`src/hw/rtl/lwac_pkg.sv`:
```
// lwac_pkg: shared widths, stage hand-off types and register indexes for the
// load weigh average classifier. No dependencies.
`timescale 1ns / 1ps

package lwac_pkg;

  localparam int SAMPLE_W = 12;
  localparam int SUM_W    = 19;
  localparam int FLAG_W   = 4;
  localparam int CFG_IDX_W = 2;

  // configuration register indexes
  localparam logic [CFG_IDX_W-1:0] REG_OVERLOAD = 2'd0;
  localparam logic [CFG_IDX_W-1:0] REG_FULL     = 2'd1;
  localparam logic [CFG_IDX_W-1:0] REG_HALF     = 2'd2;
  localparam logic [CFG_IDX_W-1:0] REG_ZERO     = 2'd3;

  // flag bit positions
  localparam int FLAG_OVERLOAD = 0;
  localparam int FLAG_FULL     = 1;
  localparam int FLAG_HALF     = 2;
  localparam int FLAG_ZERO     = 3;

  // window stage to divide stage
  typedef struct packed {
    logic             upd;
    logic [SUM_W-1:0] sum;
  } lwac_sum_t;

  // divide stage to classify stage
  typedef struct packed {
    logic                upd;
    logic [SAMPLE_W-1:0] avg;
  } lwac_avg_t;

endpackage

```
`src/hw/rtl/load_weigh_average_classifier.sv`:
```
// load_weigh_average_classifier: top level, window, divide and classify stages.
// Depends on lwac_pkg, lwac_window, lwac_divide, lwac_classify.
`timescale 1ns / 1ps

// Takes one load-cell sample per cycle, back to back while no result is
// held up, and returns one result per request, in order, through the
// window, divide and result registers. The ring of WINDOW samples is
// written at the write pointer while the entry at the next pointer is read
// ahead, so the oldest sample is always waiting in a register.
// The average comes from a 20 by 19 bit reciprocal multiply in its own
// stage, and the flag compare and history filter sit in front of the result
// register. Each stage holds one request and passes its ready back
// combinationally, so up to three requests are in flight and a waiting
// result stops the input once the stages behind it are full. The ring needs
// no clearing after reset; its entries are only used once it has been filled.
module load_weigh_average_classifier #(
  parameter int WINDOW = 100
) (
  input  logic        clk,
  input  logic        rst_n,
  input  logic        in_tvalid,
  output logic        in_tready,
  input  logic [15:0] in_tdata,    // [11:0] sample, [15:12] zero
  input  logic        in_tuser,    // [0] sample_ok
  output logic        out_tvalid,
  input  logic        out_tready,
  output logic [23:0] out_tdata,   // [11:0] average, [15:12] raw_flags, [19:16] load_flags
  output logic        out_tuser,   // [0] average_valid
  input  logic        cfg_we,
  input  logic [1:0]  cfg_index,
  input  logic [11:0] cfg_wdata
);

  logic                s1_valid, s1_ready, s2_valid, s2_ready;
  lwac_pkg::lwac_sum_t s1_data;
  lwac_pkg::lwac_avg_t s2_data;
  logic [11:0]         avg;
  logic [3:0]          raw, load;

  lwac_window #(.WINDOW(WINDOW)) u_window (
    .clk       (clk),
    .rst_n     (rst_n),
    .in_valid  (in_tvalid),
    .in_ready  (in_tready),
    .in_sample (in_tdata[11:0]),
    .in_ok     (in_tuser),
    .out_valid (s1_valid),
    .out_ready (s1_ready),
    .out_data  (s1_data)
  );

  lwac_divide #(.WINDOW(WINDOW)) u_divide (
    .clk       (clk),
    .rst_n     (rst_n),
    .in_valid  (s1_valid),
    .in_ready  (s1_ready),
    .in_data   (s1_data),
    .out_valid (s2_valid),
    .out_ready (s2_ready),
    .out_data  (s2_data)
  );

  lwac_classify u_classify (
    .clk        (clk),
    .rst_n      (rst_n),
    .cfg_we     (cfg_we),
    .cfg_index  (cfg_index),
    .cfg_wdata  (cfg_wdata),
    .in_valid   (s2_valid),
    .in_ready   (s2_ready),
    .in_data    (s2_data),
    .out_valid  (out_tvalid),
    .out_ready  (out_tready),
    .out_avg    (avg),
    .out_avg_ok (out_tuser),
    .out_raw    (raw),
    .out_load   (load)
  );

  assign out_tdata = {4'b0, load, raw, avg};

endmodule

```
`src/hw/rtl/lwac_window.sv`:
```
// lwac_window: sample ring memory, write pointer, fill tracking and running sum.
// Depends on lwac_pkg.
`timescale 1ns / 1ps

module lwac_window #(
  parameter int WINDOW = 100
) (
  input  logic                          clk,
  input  logic                          rst_n,
  input  logic                          in_valid,
  output logic                          in_ready,
  input  logic [lwac_pkg::SAMPLE_W-1:0] in_sample,
  input  logic                          in_ok,
  output logic                          out_valid,
  input  logic                          out_ready,
  output lwac_pkg::lwac_sum_t           out_data
);

  localparam int IDX_W = (WINDOW > 1) ? $clog2(WINDOW) : 1;
  localparam logic [IDX_W-1:0] LAST_IDX = IDX_W'(WINDOW - 1);

  logic [lwac_pkg::SAMPLE_W-1:0] ring [WINDOW];
  logic [lwac_pkg::SAMPLE_W-1:0] oldest_r;
  logic [IDX_W-1:0]              wi_r, wi_nxt;
  logic                          filled_r, filled_nxt;
  logic [lwac_pkg::SUM_W-1:0]    sum_r, sum_nxt;
  logic                          valid_r;
  lwac_pkg::lwac_sum_t           data_r;
  logic                          accept, wr_en;
  logic [lwac_pkg::SUM_W-1:0]    sample_ext, oldest_ext;

  assign in_ready = !valid_r || out_ready;
  assign accept   = in_valid && in_ready;
  assign wr_en    = accept && in_ok;

  assign sample_ext = {{(lwac_pkg::SUM_W - lwac_pkg::SAMPLE_W){1'b0}}, in_sample};
  assign oldest_ext = {{(lwac_pkg::SUM_W - lwac_pkg::SAMPLE_W){1'b0}}, oldest_r};

  always_comb begin
    wi_nxt     = wi_r;
    filled_nxt = filled_r;
    sum_nxt    = sum_r;
    if (wr_en) begin
      wi_nxt = (wi_r == LAST_IDX) ? '0 : wi_r + 1'b1;
      if (filled_r) begin
        sum_nxt = sum_r - oldest_ext + sample_ext;
      end else begin
        sum_nxt = sum_r + sample_ext;
        if (wi_r == LAST_IDX) begin
          filled_nxt = 1'b1;
        end
      end
    end
  end

  // read the entry at the next write pointer so the oldest sample is ready
  // for the following request
  always_ff @(posedge clk) begin
    if (wr_en) begin
      ring[wi_r] <= in_sample;
    end
    oldest_r <= ring[wi_nxt];
  end

  always_ff @(posedge clk) begin
    if (!rst_n) begin
      wi_r     <= '0;
      filled_r <= 1'b0;
      sum_r    <= '0;
      valid_r  <= 1'b0;
    end else begin
      wi_r     <= wi_nxt;
      filled_r <= filled_nxt;
      sum_r    <= sum_nxt;
      if (in_ready) begin
        valid_r <= in_valid;
      end
    end
  end

  always_ff @(posedge clk) begin
    if (accept) begin
      data_r.upd <= in_ok && filled_r;
      data_r.sum <= sum_nxt;
    end
  end

  assign out_valid = valid_r;
  assign out_data  = data_r;

endmodule

```
`src/hw/rtl/lwac_divide.sv`:
```
// lwac_divide: window average by multiplication with a reciprocal of WINDOW.
// Depends on lwac_pkg.
`timescale 1ns / 1ps

module lwac_divide #(
  parameter int WINDOW = 100
) (
  input  logic                clk,
  input  logic                rst_n,
  input  logic                in_valid,
  output logic                in_ready,
  input  lwac_pkg::lwac_sum_t in_data,
  output logic                out_valid,
  input  logic                out_ready,
  output lwac_pkg::lwac_avg_t out_data
);

  localparam int L_W     = $clog2(WINDOW);
  localparam int SHIFT   = lwac_pkg::SUM_W + L_W;
  localparam int RECIP_W = lwac_pkg::SUM_W + 1;
  localparam int PROD_W  = RECIP_W + lwac_pkg::SUM_W;
  // ceil(2^SHIFT / WINDOW) is exact for every sum of SUM_W bits
  localparam logic [RECIP_W-1:0] RECIP =
    RECIP_W'(((64'd1 << SHIFT) + 64'(WINDOW) - 64'd1) / 64'(WINDOW));

  logic                valid_r;
  lwac_pkg::lwac_avg_t data_r;
  logic [PROD_W-1:0]   prod;

  assign in_ready = !valid_r || out_ready;
  assign prod     = PROD_W'(in_data.sum) * PROD_W'(RECIP);

  always_ff @(posedge clk) begin
    if (!rst_n) begin
      valid_r <= 1'b0;
    end else if (in_ready) begin
      valid_r <= in_valid;
    end
  end

  always_ff @(posedge clk) begin
    if (in_valid && in_ready) begin
      data_r.upd <= in_data.upd;
      data_r.avg <= prod[SHIFT +: lwac_pkg::SAMPLE_W];
    end
  end

  assign out_valid = valid_r;
  assign out_data  = data_r;

endmodule

```
`src/hw/rtl/lwac_classify.sv`:
```
// lwac_classify: limit registers, threshold compare, flag history filter and
// the result register. Depends on lwac_pkg.
`timescale 1ns / 1ps

module lwac_classify (
  input  logic                           clk,
  input  logic                           rst_n,
  input  logic                           cfg_we,
  input  logic [lwac_pkg::CFG_IDX_W-1:0] cfg_index,
  input  logic [lwac_pkg::SAMPLE_W-1:0]  cfg_wdata,
  input  logic                           in_valid,
  output logic                           in_ready,
  input  lwac_pkg::lwac_avg_t            in_data,
  output logic                           out_valid,
  input  logic                           out_ready,
  output logic [lwac_pkg::SAMPLE_W-1:0]  out_avg,
  output logic                           out_avg_ok,
  output logic [lwac_pkg::FLAG_W-1:0]    out_raw,
  output logic [lwac_pkg::FLAG_W-1:0]    out_load
);

  logic [lwac_pkg::SAMPLE_W-1:0] lim_r [lwac_pkg::FLAG_W];
  logic [lwac_pkg::SAMPLE_W-1:0] avg_r;
  logic                          avg_ok_r;
  logic [lwac_pkg::FLAG_W-1:0]   hist0_r, hist1_r, filt_r;
  logic [lwac_pkg::FLAG_W-1:0]   hist0_nxt, filt_nxt, x;
  logic                          valid_r, take, normal, inverted;

  assign in_ready = !valid_r || out_ready;
  assign take     = in_valid && in_ready;

  assign normal   = lim_r[lwac_pkg::FLAG_OVERLOAD] > lim_r[lwac_pkg::FLAG_ZERO];
  assign inverted = lim_r[lwac_pkg::FLAG_OVERLOAD] < lim_r[lwac_pkg::FLAG_ZERO];

  always_comb begin
    hist0_nxt = hist0_r;
    for (int i = 0; i < lwac_pkg::FLAG_W; i++) begin
      if (lim_r[i] != '0) begin
        // the empty-car flag compares the other way round
        if (normal) begin
          hist0_nxt[i] = (i == lwac_pkg::FLAG_ZERO) ? (in_data.avg < lim_r[i])
                                                    : (in_data.avg > lim_r[i]);
        end else if (inverted) begin
          hist0_nxt[i] = (i == lwac_pkg::FLAG_ZERO) ? (in_data.avg > lim_r[i])
                                                    : (in_data.avg < lim_r[i]);
        end
      end
    end
    // after the shift the two older entries are the current hist0 and hist1
    x        = hist0_nxt ^ hist0_r ^ hist1_r;
    filt_nxt = (filt_r & x) | (hist0_nxt & ~x);
  end

  always_ff @(posedge clk) begin
    if (!rst_n) begin
      for (int i = 0; i < lwac_pkg::FLAG_W; i++) begin
        lim_r[i] <= '0;
      end
    end else if (cfg_we) begin
      case (cfg_index)
        lwac_pkg::REG_OVERLOAD: lim_r[lwac_pkg::FLAG_OVERLOAD] <= cfg_wdata;
        lwac_pkg::REG_FULL:     lim_r[lwac_pkg::FLAG_FULL]     <= cfg_wdata;
        lwac_pkg::REG_HALF:     lim_r[lwac_pkg::FLAG_HALF]     <= cfg_wdata;
        lwac_pkg::REG_ZERO:     lim_r[lwac_pkg::FLAG_ZERO]     <= cfg_wdata;
        default: ;
      endcase
    end
  end

  always_ff @(posedge clk) begin
    if (!rst_n) begin
      valid_r  <= 1'b0;
      avg_r    <= '0;
      avg_ok_r <= 1'b0;
      hist0_r  <= '0;
      hist1_r  <= '0;
      filt_r   <= '0;
    end else begin
      if (in_ready) begin
        valid_r <= in_valid;
      end
      if (take) begin
        // history shifts on every request, timed-out ones included
        hist1_r <= hist0_r;
        if (in_data.upd) begin
          hist0_r  <= hist0_nxt;
          filt_r   <= filt_nxt;
          avg_r    <= in_data.avg;
          avg_ok_r <= 1'b1;
        end
      end
    end
  end

  assign out_valid  = valid_r;
  assign out_avg    = avg_r;
  assign out_avg_ok = avg_ok_r;
  assign out_raw    = hist0_r;
  assign out_load   = filt_r;

endmodule

```
`config.mk`:
```
export PLATFORM = sky130hd
export DESIGN_NAME = load_weigh_average_classifier
export DESIGN_NICKNAME = d
export VERILOG_FILES = /design/src/hw/rtl/lwac_pkg.sv /design/src/hw/rtl/load_weigh_average_classifier.sv /design/src/hw/rtl/lwac_window.sv /design/src/hw/rtl/lwac_divide.sv /design/src/hw/rtl/lwac_classify.sv
export SDC_FILE = /design/constraint.sdc
export NUM_CORES = 2
export LEC_CHECK = 0
export BUFFER_PORTS_ARGS = -buffer_cell sky130_fd_sc_hd__buf_2
export CORE_MARGIN = 3
export CORE_UTILIZATION = 64
export DETAILED_ROUTE_END_ITERATION = 7
export MAX_ROUTING_LAYER = met4
export PLACE_DENSITY = 0.81
export SKIP_LAST_GASP = 1
export SYNTH_ARGS = -nofsm -noshare
export SYNTH_HDL_FRONTEND = slang
export SYNTH_HIERARCHICAL = 1
export SYNTH_SLANG_ARGS = --single-unit
```
`constraint.sdc`:
```
create_clock -name clk -period 6.7 [get_ports clk]
set_input_delay 0.67 -clock clk [delete_from_list [all_inputs] [get_ports clk]]
set_output_delay 0.67 -clock clk [all_outputs]
set_load 0.03 [all_outputs]
```
After elaboration in Yosys (flattened, before gate mapping)

Memory sizes are Yosys's and may differ from the RTL's. A register that Yosys moved wholly into a read port is not among the register bits.
Cells that the tools add are included.

Flip-flop bits (word level): 88
Input bits: 36
Word-level logic and storage cells: 104
Memories: 2
RAM bits: 1248

Memory list:

| memory           | depth | width | rd ports | clocked after Yosys merged registers in | write ports | line                | RTL |
|---|---|---|---|---|---|---|---|
| u_window.ring    | 100   | 12    | 1        | 1                                       | 1           | lwac_window.sv:22   | `logic [lwac_pkg::SAMPLE_W-1:0] ring [WINDOW];` |
| u_classify.lim_r | 4     | 12    | 4        | 0                                       | 4           | lwac_classify.sv:22 | `logic [lwac_pkg::SAMPLE_W-1:0] lim_r [lwac_pkg::FLAG_W];` |

Bitwise operators: 10
Equality and inequality tests: 4
Reductions and logical operators: 17
Multiplexer cells: 41
$mul: 1
Add/sub/neg operators: 4
$lt $le $gt $ge: 10

Operators by type and width:

| kind                                                                   | count |
|---|---|
| 12-bit greater-than comparator                                         | 5 |
| 12-bit < comparator                                                    | 5 |
| 12-bit two-way mux                                                     | 4 |
| 12-bit nonzero test                                                    | 4 |
| 19-bit by 12-bit adder with 19-bit output                              | 2 |
| 19-bit by 20-bit multiplier with 38-bit output (second input constant) | 1 |
| 19-bit two-way mux                                                     | 2 |
| 1-bit two-way mux                                                      | 33 |
| 19-bit by 12-bit subtractor with 19-bit output                         | 1 |
| 7-bit two-way mux                                                      | 2 |
| 4-bit AND                                                              | 2 |
| 4-bit XOR                                                              | 2 |
| 7-bit by 1-bit adder with 7-bit output (second input constant)         | 1 |
| 7-bit == test (second input constant)                                  | 1 |
| 1-bit logical AND                                                      | 5 |
| 2-bit == test (second input constant)                                  | 2 |
| 4-bit inverter                                                         | 1 |
| 1-bit bitwise OR                                                       | 4 |
| 4-bit bitwise OR                                                       | 1 |
| 1-bit logical NOT                                                      | 3 |
| 1-bit logical OR                                                       | 3 |
| 2-bit by 1-bit == test with 1-bit output (second input constant)       | 1 |
| 2-bit logical NOT                                                      | 1 |
| 2-bit AND reduction                                                    | 1 |

Logic depth before layout (Yosys ltp)

An unclocked memory read counts as a cell.

Depth in word-level cells: 10
Depth in mapped cells: 20
Gate-level depth less buffers: 20

Hierarchy

The synthesis kept the hierarchy.

Modules (own cells, without submodules):

| module                        | cells an instance | area an instance (um^2) | times used | sequential area each (um^2) |
|---|---|---|---|---|
| lwac_window                   | 3543              | 51276.7                 | 1          | 37435.9 |
| lwac_divide                   | 675               | 6662.6                  | 1          | 410.4 |
| lwac_classify                 | 464               | 4518.1                  | 1          | 1961.9 |
| load_weigh_average_classifier | 5                 | 33.8                    | 1          | 0.0 |

Worst setup path after synthesis

OpenSTA, ideal clock, no wires.

Kind: reg2reg
From: register u_window.data_r, in the netlist u_window/out_data[17]
To: register u_divide.data_r, in the netlist u_divide/out_data[3], data pin
Slack: 922 ps
Arrival: 5519 ps
Stages on the path, launching flop included: 19
Buffers on the path: 0
Required time: 6440 ps
Period minus slack after synthesis: 5778 ps
Path through: edfxtp_1 > fa_1 > inv_1 > fa_1 > inv_1 > fa_1 > fa_1 > fa_1 > inv_1 > fa_1 > inv_1 > ha_1 > a211oi_2 > nor2_1 > or4_4 > a211oi_4 > o31ai_2 > a21oi_2 > xnor2_1

Cells in the longest elaborated chain, start to end: 1

RTL lines:

| what                                           | line              | RTL |
|---|---|---|
| start: declaration                             | lwac_window.sv:28 | `lwac_pkg::lwac_sum_t data_r;` |
| 19-bit by 20-bit multiplier with 38-bit output | lwac_divide.sv:31 | `assign prod = PROD_W'(in_data.sum) * PROD_W'(RECIP);` |
| net u_divide.prod[29]                          | lwac_divide.sv:28 | `logic [PROD_W-1:0] prod;` |
| end: declaration                               | lwac_divide.sv:27 | `lwac_pkg::lwac_avg_t data_r;` |

The timed path passes the listed nets, and every way through them passes these cells.
A chain may end at the register's enable or synchronous reset.

Worst setup path after layout

From: register u_window.data_r, in the netlist u_window/out_data[16]
To: register u_divide.data_r, in the netlist u_divide/out_data[8], data pin

The elaborated chain is that of the path after synthesis.

==> results by group <==
Layout
  – Cell area after layout: 68500 um2
  – Area Overhead vs Synth: 9.60%
  – Final cell count without fillers: 6136
  – Layout cells sized above 1: 10.3%
  – Commonest cells after routing, fill and taps aside: 1281 x edfxtp_1, 717 x nand2_1, 358 x inv_1
  – Commonest non-fill, non-tap cell in the layout: edfxtp_1
  – Area occupied by multi-input gates: 20300 um2
  – NumNets Final: 5194
  – Fillers: 6017
  – Util after Layout: 71.4%
  – Register Area: 39800 um2

Pwr
  – Pleak: 25.0 nW
  – Power share of the combinational group: 26.1%
  – Pint: 15.8 mW
  – Sequential Power Share: 42.1%
  – P_sw: 6.76 mW
  – Net Sw Frac: 29.9%
  – Clock share of power: 31.8%
  – Tot Pwr: 22.6 mW
  – Pwr/cell area: 330 nW/um2
  – Max VDD drop: 0.000409 V

Timing
  – Setup WS post-layout: 0.653 ns
  – RSZ-0062 raised after global routing: false
  – Tcrit/Tclk final: 90.3%
  – Final number of hold-violating endpoints: 0
  – Setup_tns: 0 ns
  – Tmin final: 6.05 ns
  – Clock skew: 0.0290 ns
  – Slew Limit Fails: 0
  – Actual slew at the worst max-slew pin: 1.31 ns
  – Hold WS: 0.287 ns
  – Fmax achieved: 165 MHz
  – Slew margin rel.: 12.6%
  – Setup-failing EPs final: 0

CTS
  – Post-CTS Resized: 0
  – TritonCTS buffer count: 134
  – H-tree depth: 4
  – CTS tree: yes
  – Clock-pin slew on the worst setup and hold paths: 0.06 ns
  – Post-CTS Setup Bufs: 0
  – Clock Tree Buf Depth: 3
  – CTS Sinks: 1348
  – CTS root buf: clkbuf_16
  – Hold_buf cts: 0
  – Latest clock arrival within the worst-skew pair: 0.75 ns

Global route
  – Largest net degree at the start of global routing: 106
  – First-pass GRT wire length: 238 mm
  – GRT Total Usage: 32.0%
  – Total grt overflow: 0
  – Number of global-route vias before repair: 39200
  – Initial antenna violation count: 3

Die
  – Row cnt: 113
  – Die width: 318 um
  – Die Area: 101000 um2
  – I/O pin count: 63
  – Starting Density: 65.2%
  – CORE AREA: 95900 um2
  – Die height: 318 um

Run status
  – Outcome: finished clean

Synthesis
  – Syn Inst Count: 4687
  – Ys Warns: 6
  – Syn_area_per_cell: 13.3 um2
  – Number of flops mapped to enable cells by yosys: 1281
  – Async SR Flop Fraction: 0%
  – Ys flop type: edfxtp_1
  – Mapped cell area: 62500 um2
  – Distinct cells, synth: 89
  – Seq/Total Area, Yosys: 63.7%
  – Flops & latches, synth: 1348

Route
  – DR vias/cell: 6.43
  – Wirelength per Cell: 25.7 um
  – WL final: 158 mm
  – Drc violations: 0
  – Initial DRC count: 5238
  – DRT Pass-1 Iters: 8
  – Routed Antenna Nets: 0
  – Via count: 39500

Min path
  – Hold Path Origin: cfg_wdata[4]
  – Worst hold path class: in -> reg

Place
  – DP Worst Slack: 0.624 ns
  – Gp weighted congestion: 0.912
  – Detail Placement HPWL: 99.0 mm
  – # placed instances: 5893
  – PortBufs: 54
  – Placement-stage cell area: 64300 um2

Setup path
  – Critical Path RT: 7.18 ns
  – Max Fanout on Critical Path: 6
  – Startpoint types: flop
  – CP startpoint: u_window/out_data[16]
  – FF-to-FF Start: u_window/out_data[16]
  – Kind of critical path: reg -> reg
  – Worst Setup End Kind: flop
  – Worst EP arrival: 6.52 ns

Flow run
  – Max-cap violation count: 0
## layer usage
layer  up-vias  global-route usage, %  wire length (um)
li1      17200                      -                 -
met1     19300                   41.3             57400
met4         0                   13.7              7130
met3       426                   6.72             17200
met2      2504                   49.9             76200
met5         -                      -                 0
## critical path, stage by stage (launching register included)
cell	delay, ns
edfxtp_1	0.53
fa_1	0.66
inv_1	0.08
fa_1	0.50
inv_1	0.06
fa_1	0.44
fa_1	0.50
fa_1	0.55
inv_1	0.05
fa_1	0.53
inv_1	0.04
ha_1	0.33
a211oi_2	0.23
nor2_1	0.10
or4_4	0.50
a211oi_4	0.31
nor3_2	0.11
o22ai_2	0.21
xnor2_1	0.08
## final timing paths
check / endpoint / slack, ns / cells past startpoint
worst max-delay path: u_divide/out_data[8] / 0.65 / 18
worst min-delay path: u_classify/lim_r[3][4] / 0.29 / 2
worst max register to register: u_divide/out_data[8] / 0.65 / 18
worst min register to register: u_classify/out_avg[5] / 0.45 / 2
## synth_stat cells, drive strengths merged (24+ instances only)
master	instances	share of area, %
a21o	28	0.34
a21oi	295	2.4
a22oi	42	0.50
and2	78	0.78
and3	36	0.36
buf	129	1.2
clkbuf	92	0.55
dfxtp	67	2.1
edfxtp	1281	62
fa	137	4.4
ha	257	5.1
inv	359	2.2
mux2i	68	1.1
mux4	107	3.9
nand2	719	4.3
nand3	224	1.8
nand4	29	0.29
nor2	253	1.5
nor3	57	0.50
nor4	37	0.37
o211ai	24	0.30
o21ai	90	0.72
xnor2	38	0.56
## sequential cells by signal, summed over array words and instances, names as in the netlist, named ones only
signal,cells
u_window/filled_r,1
u_classify/out_avg,12
u_divide/out_data,13
u_window/wi_r,7
u_window/out_valid,1
u_window/out_data,20
u_classify/out_valid,1
u_classify/out_raw,4
u_window/sum_r,19
u_window/oldest_r,12
u_classify/lim_r,48
u_classify/out_avg_ok,1
u_divide/out_valid,1
u_window/ring,1200
u_classify/hist1_r,4
## final cells by class
class | instances | share of cell area [%]
diodes | 5 | 0.0183
clock buffers | 170 | 5.26
clock inverters | 68 | 0.844
inverters | 360 | 1.97
multi-input cells | 2761 | 29.7
flip-flops and latches | 1348 | 58.1
well taps | 1265 | 2.31
repair buffers | 159 | 1.79
## cell families (layout without fill, tap and decap cells)
group	after synthesis	after routing	share of synthesized area, %
AOI/OAI and AO/OA	658	658	6.64
adders and majority gates	394	394	9.53
muxes	175	175	4.95
other	1	9	0.00600
and+or+nand+nor	1479	1479	10.5
DFF	1348	1348	63.7
buffers and inverters	581	757	3.91
xor gates and xnor gates	51	51	0.757
## power by group through the flow
stage          Clock, mW  Sequential [mW]  Combinational, mW
4_1_cts             7.25             9.52               5.89
3_3_place_gp           0             9.70               5.70
6_report            7.19             9.52               5.89
5_1_grt             7.57             9.53               6.70
2_1_floorplan          0             9.63               4.44
3_5_place_dp           0             9.70               5.83
Note: power is estimated with default switching activity, not from simulation.
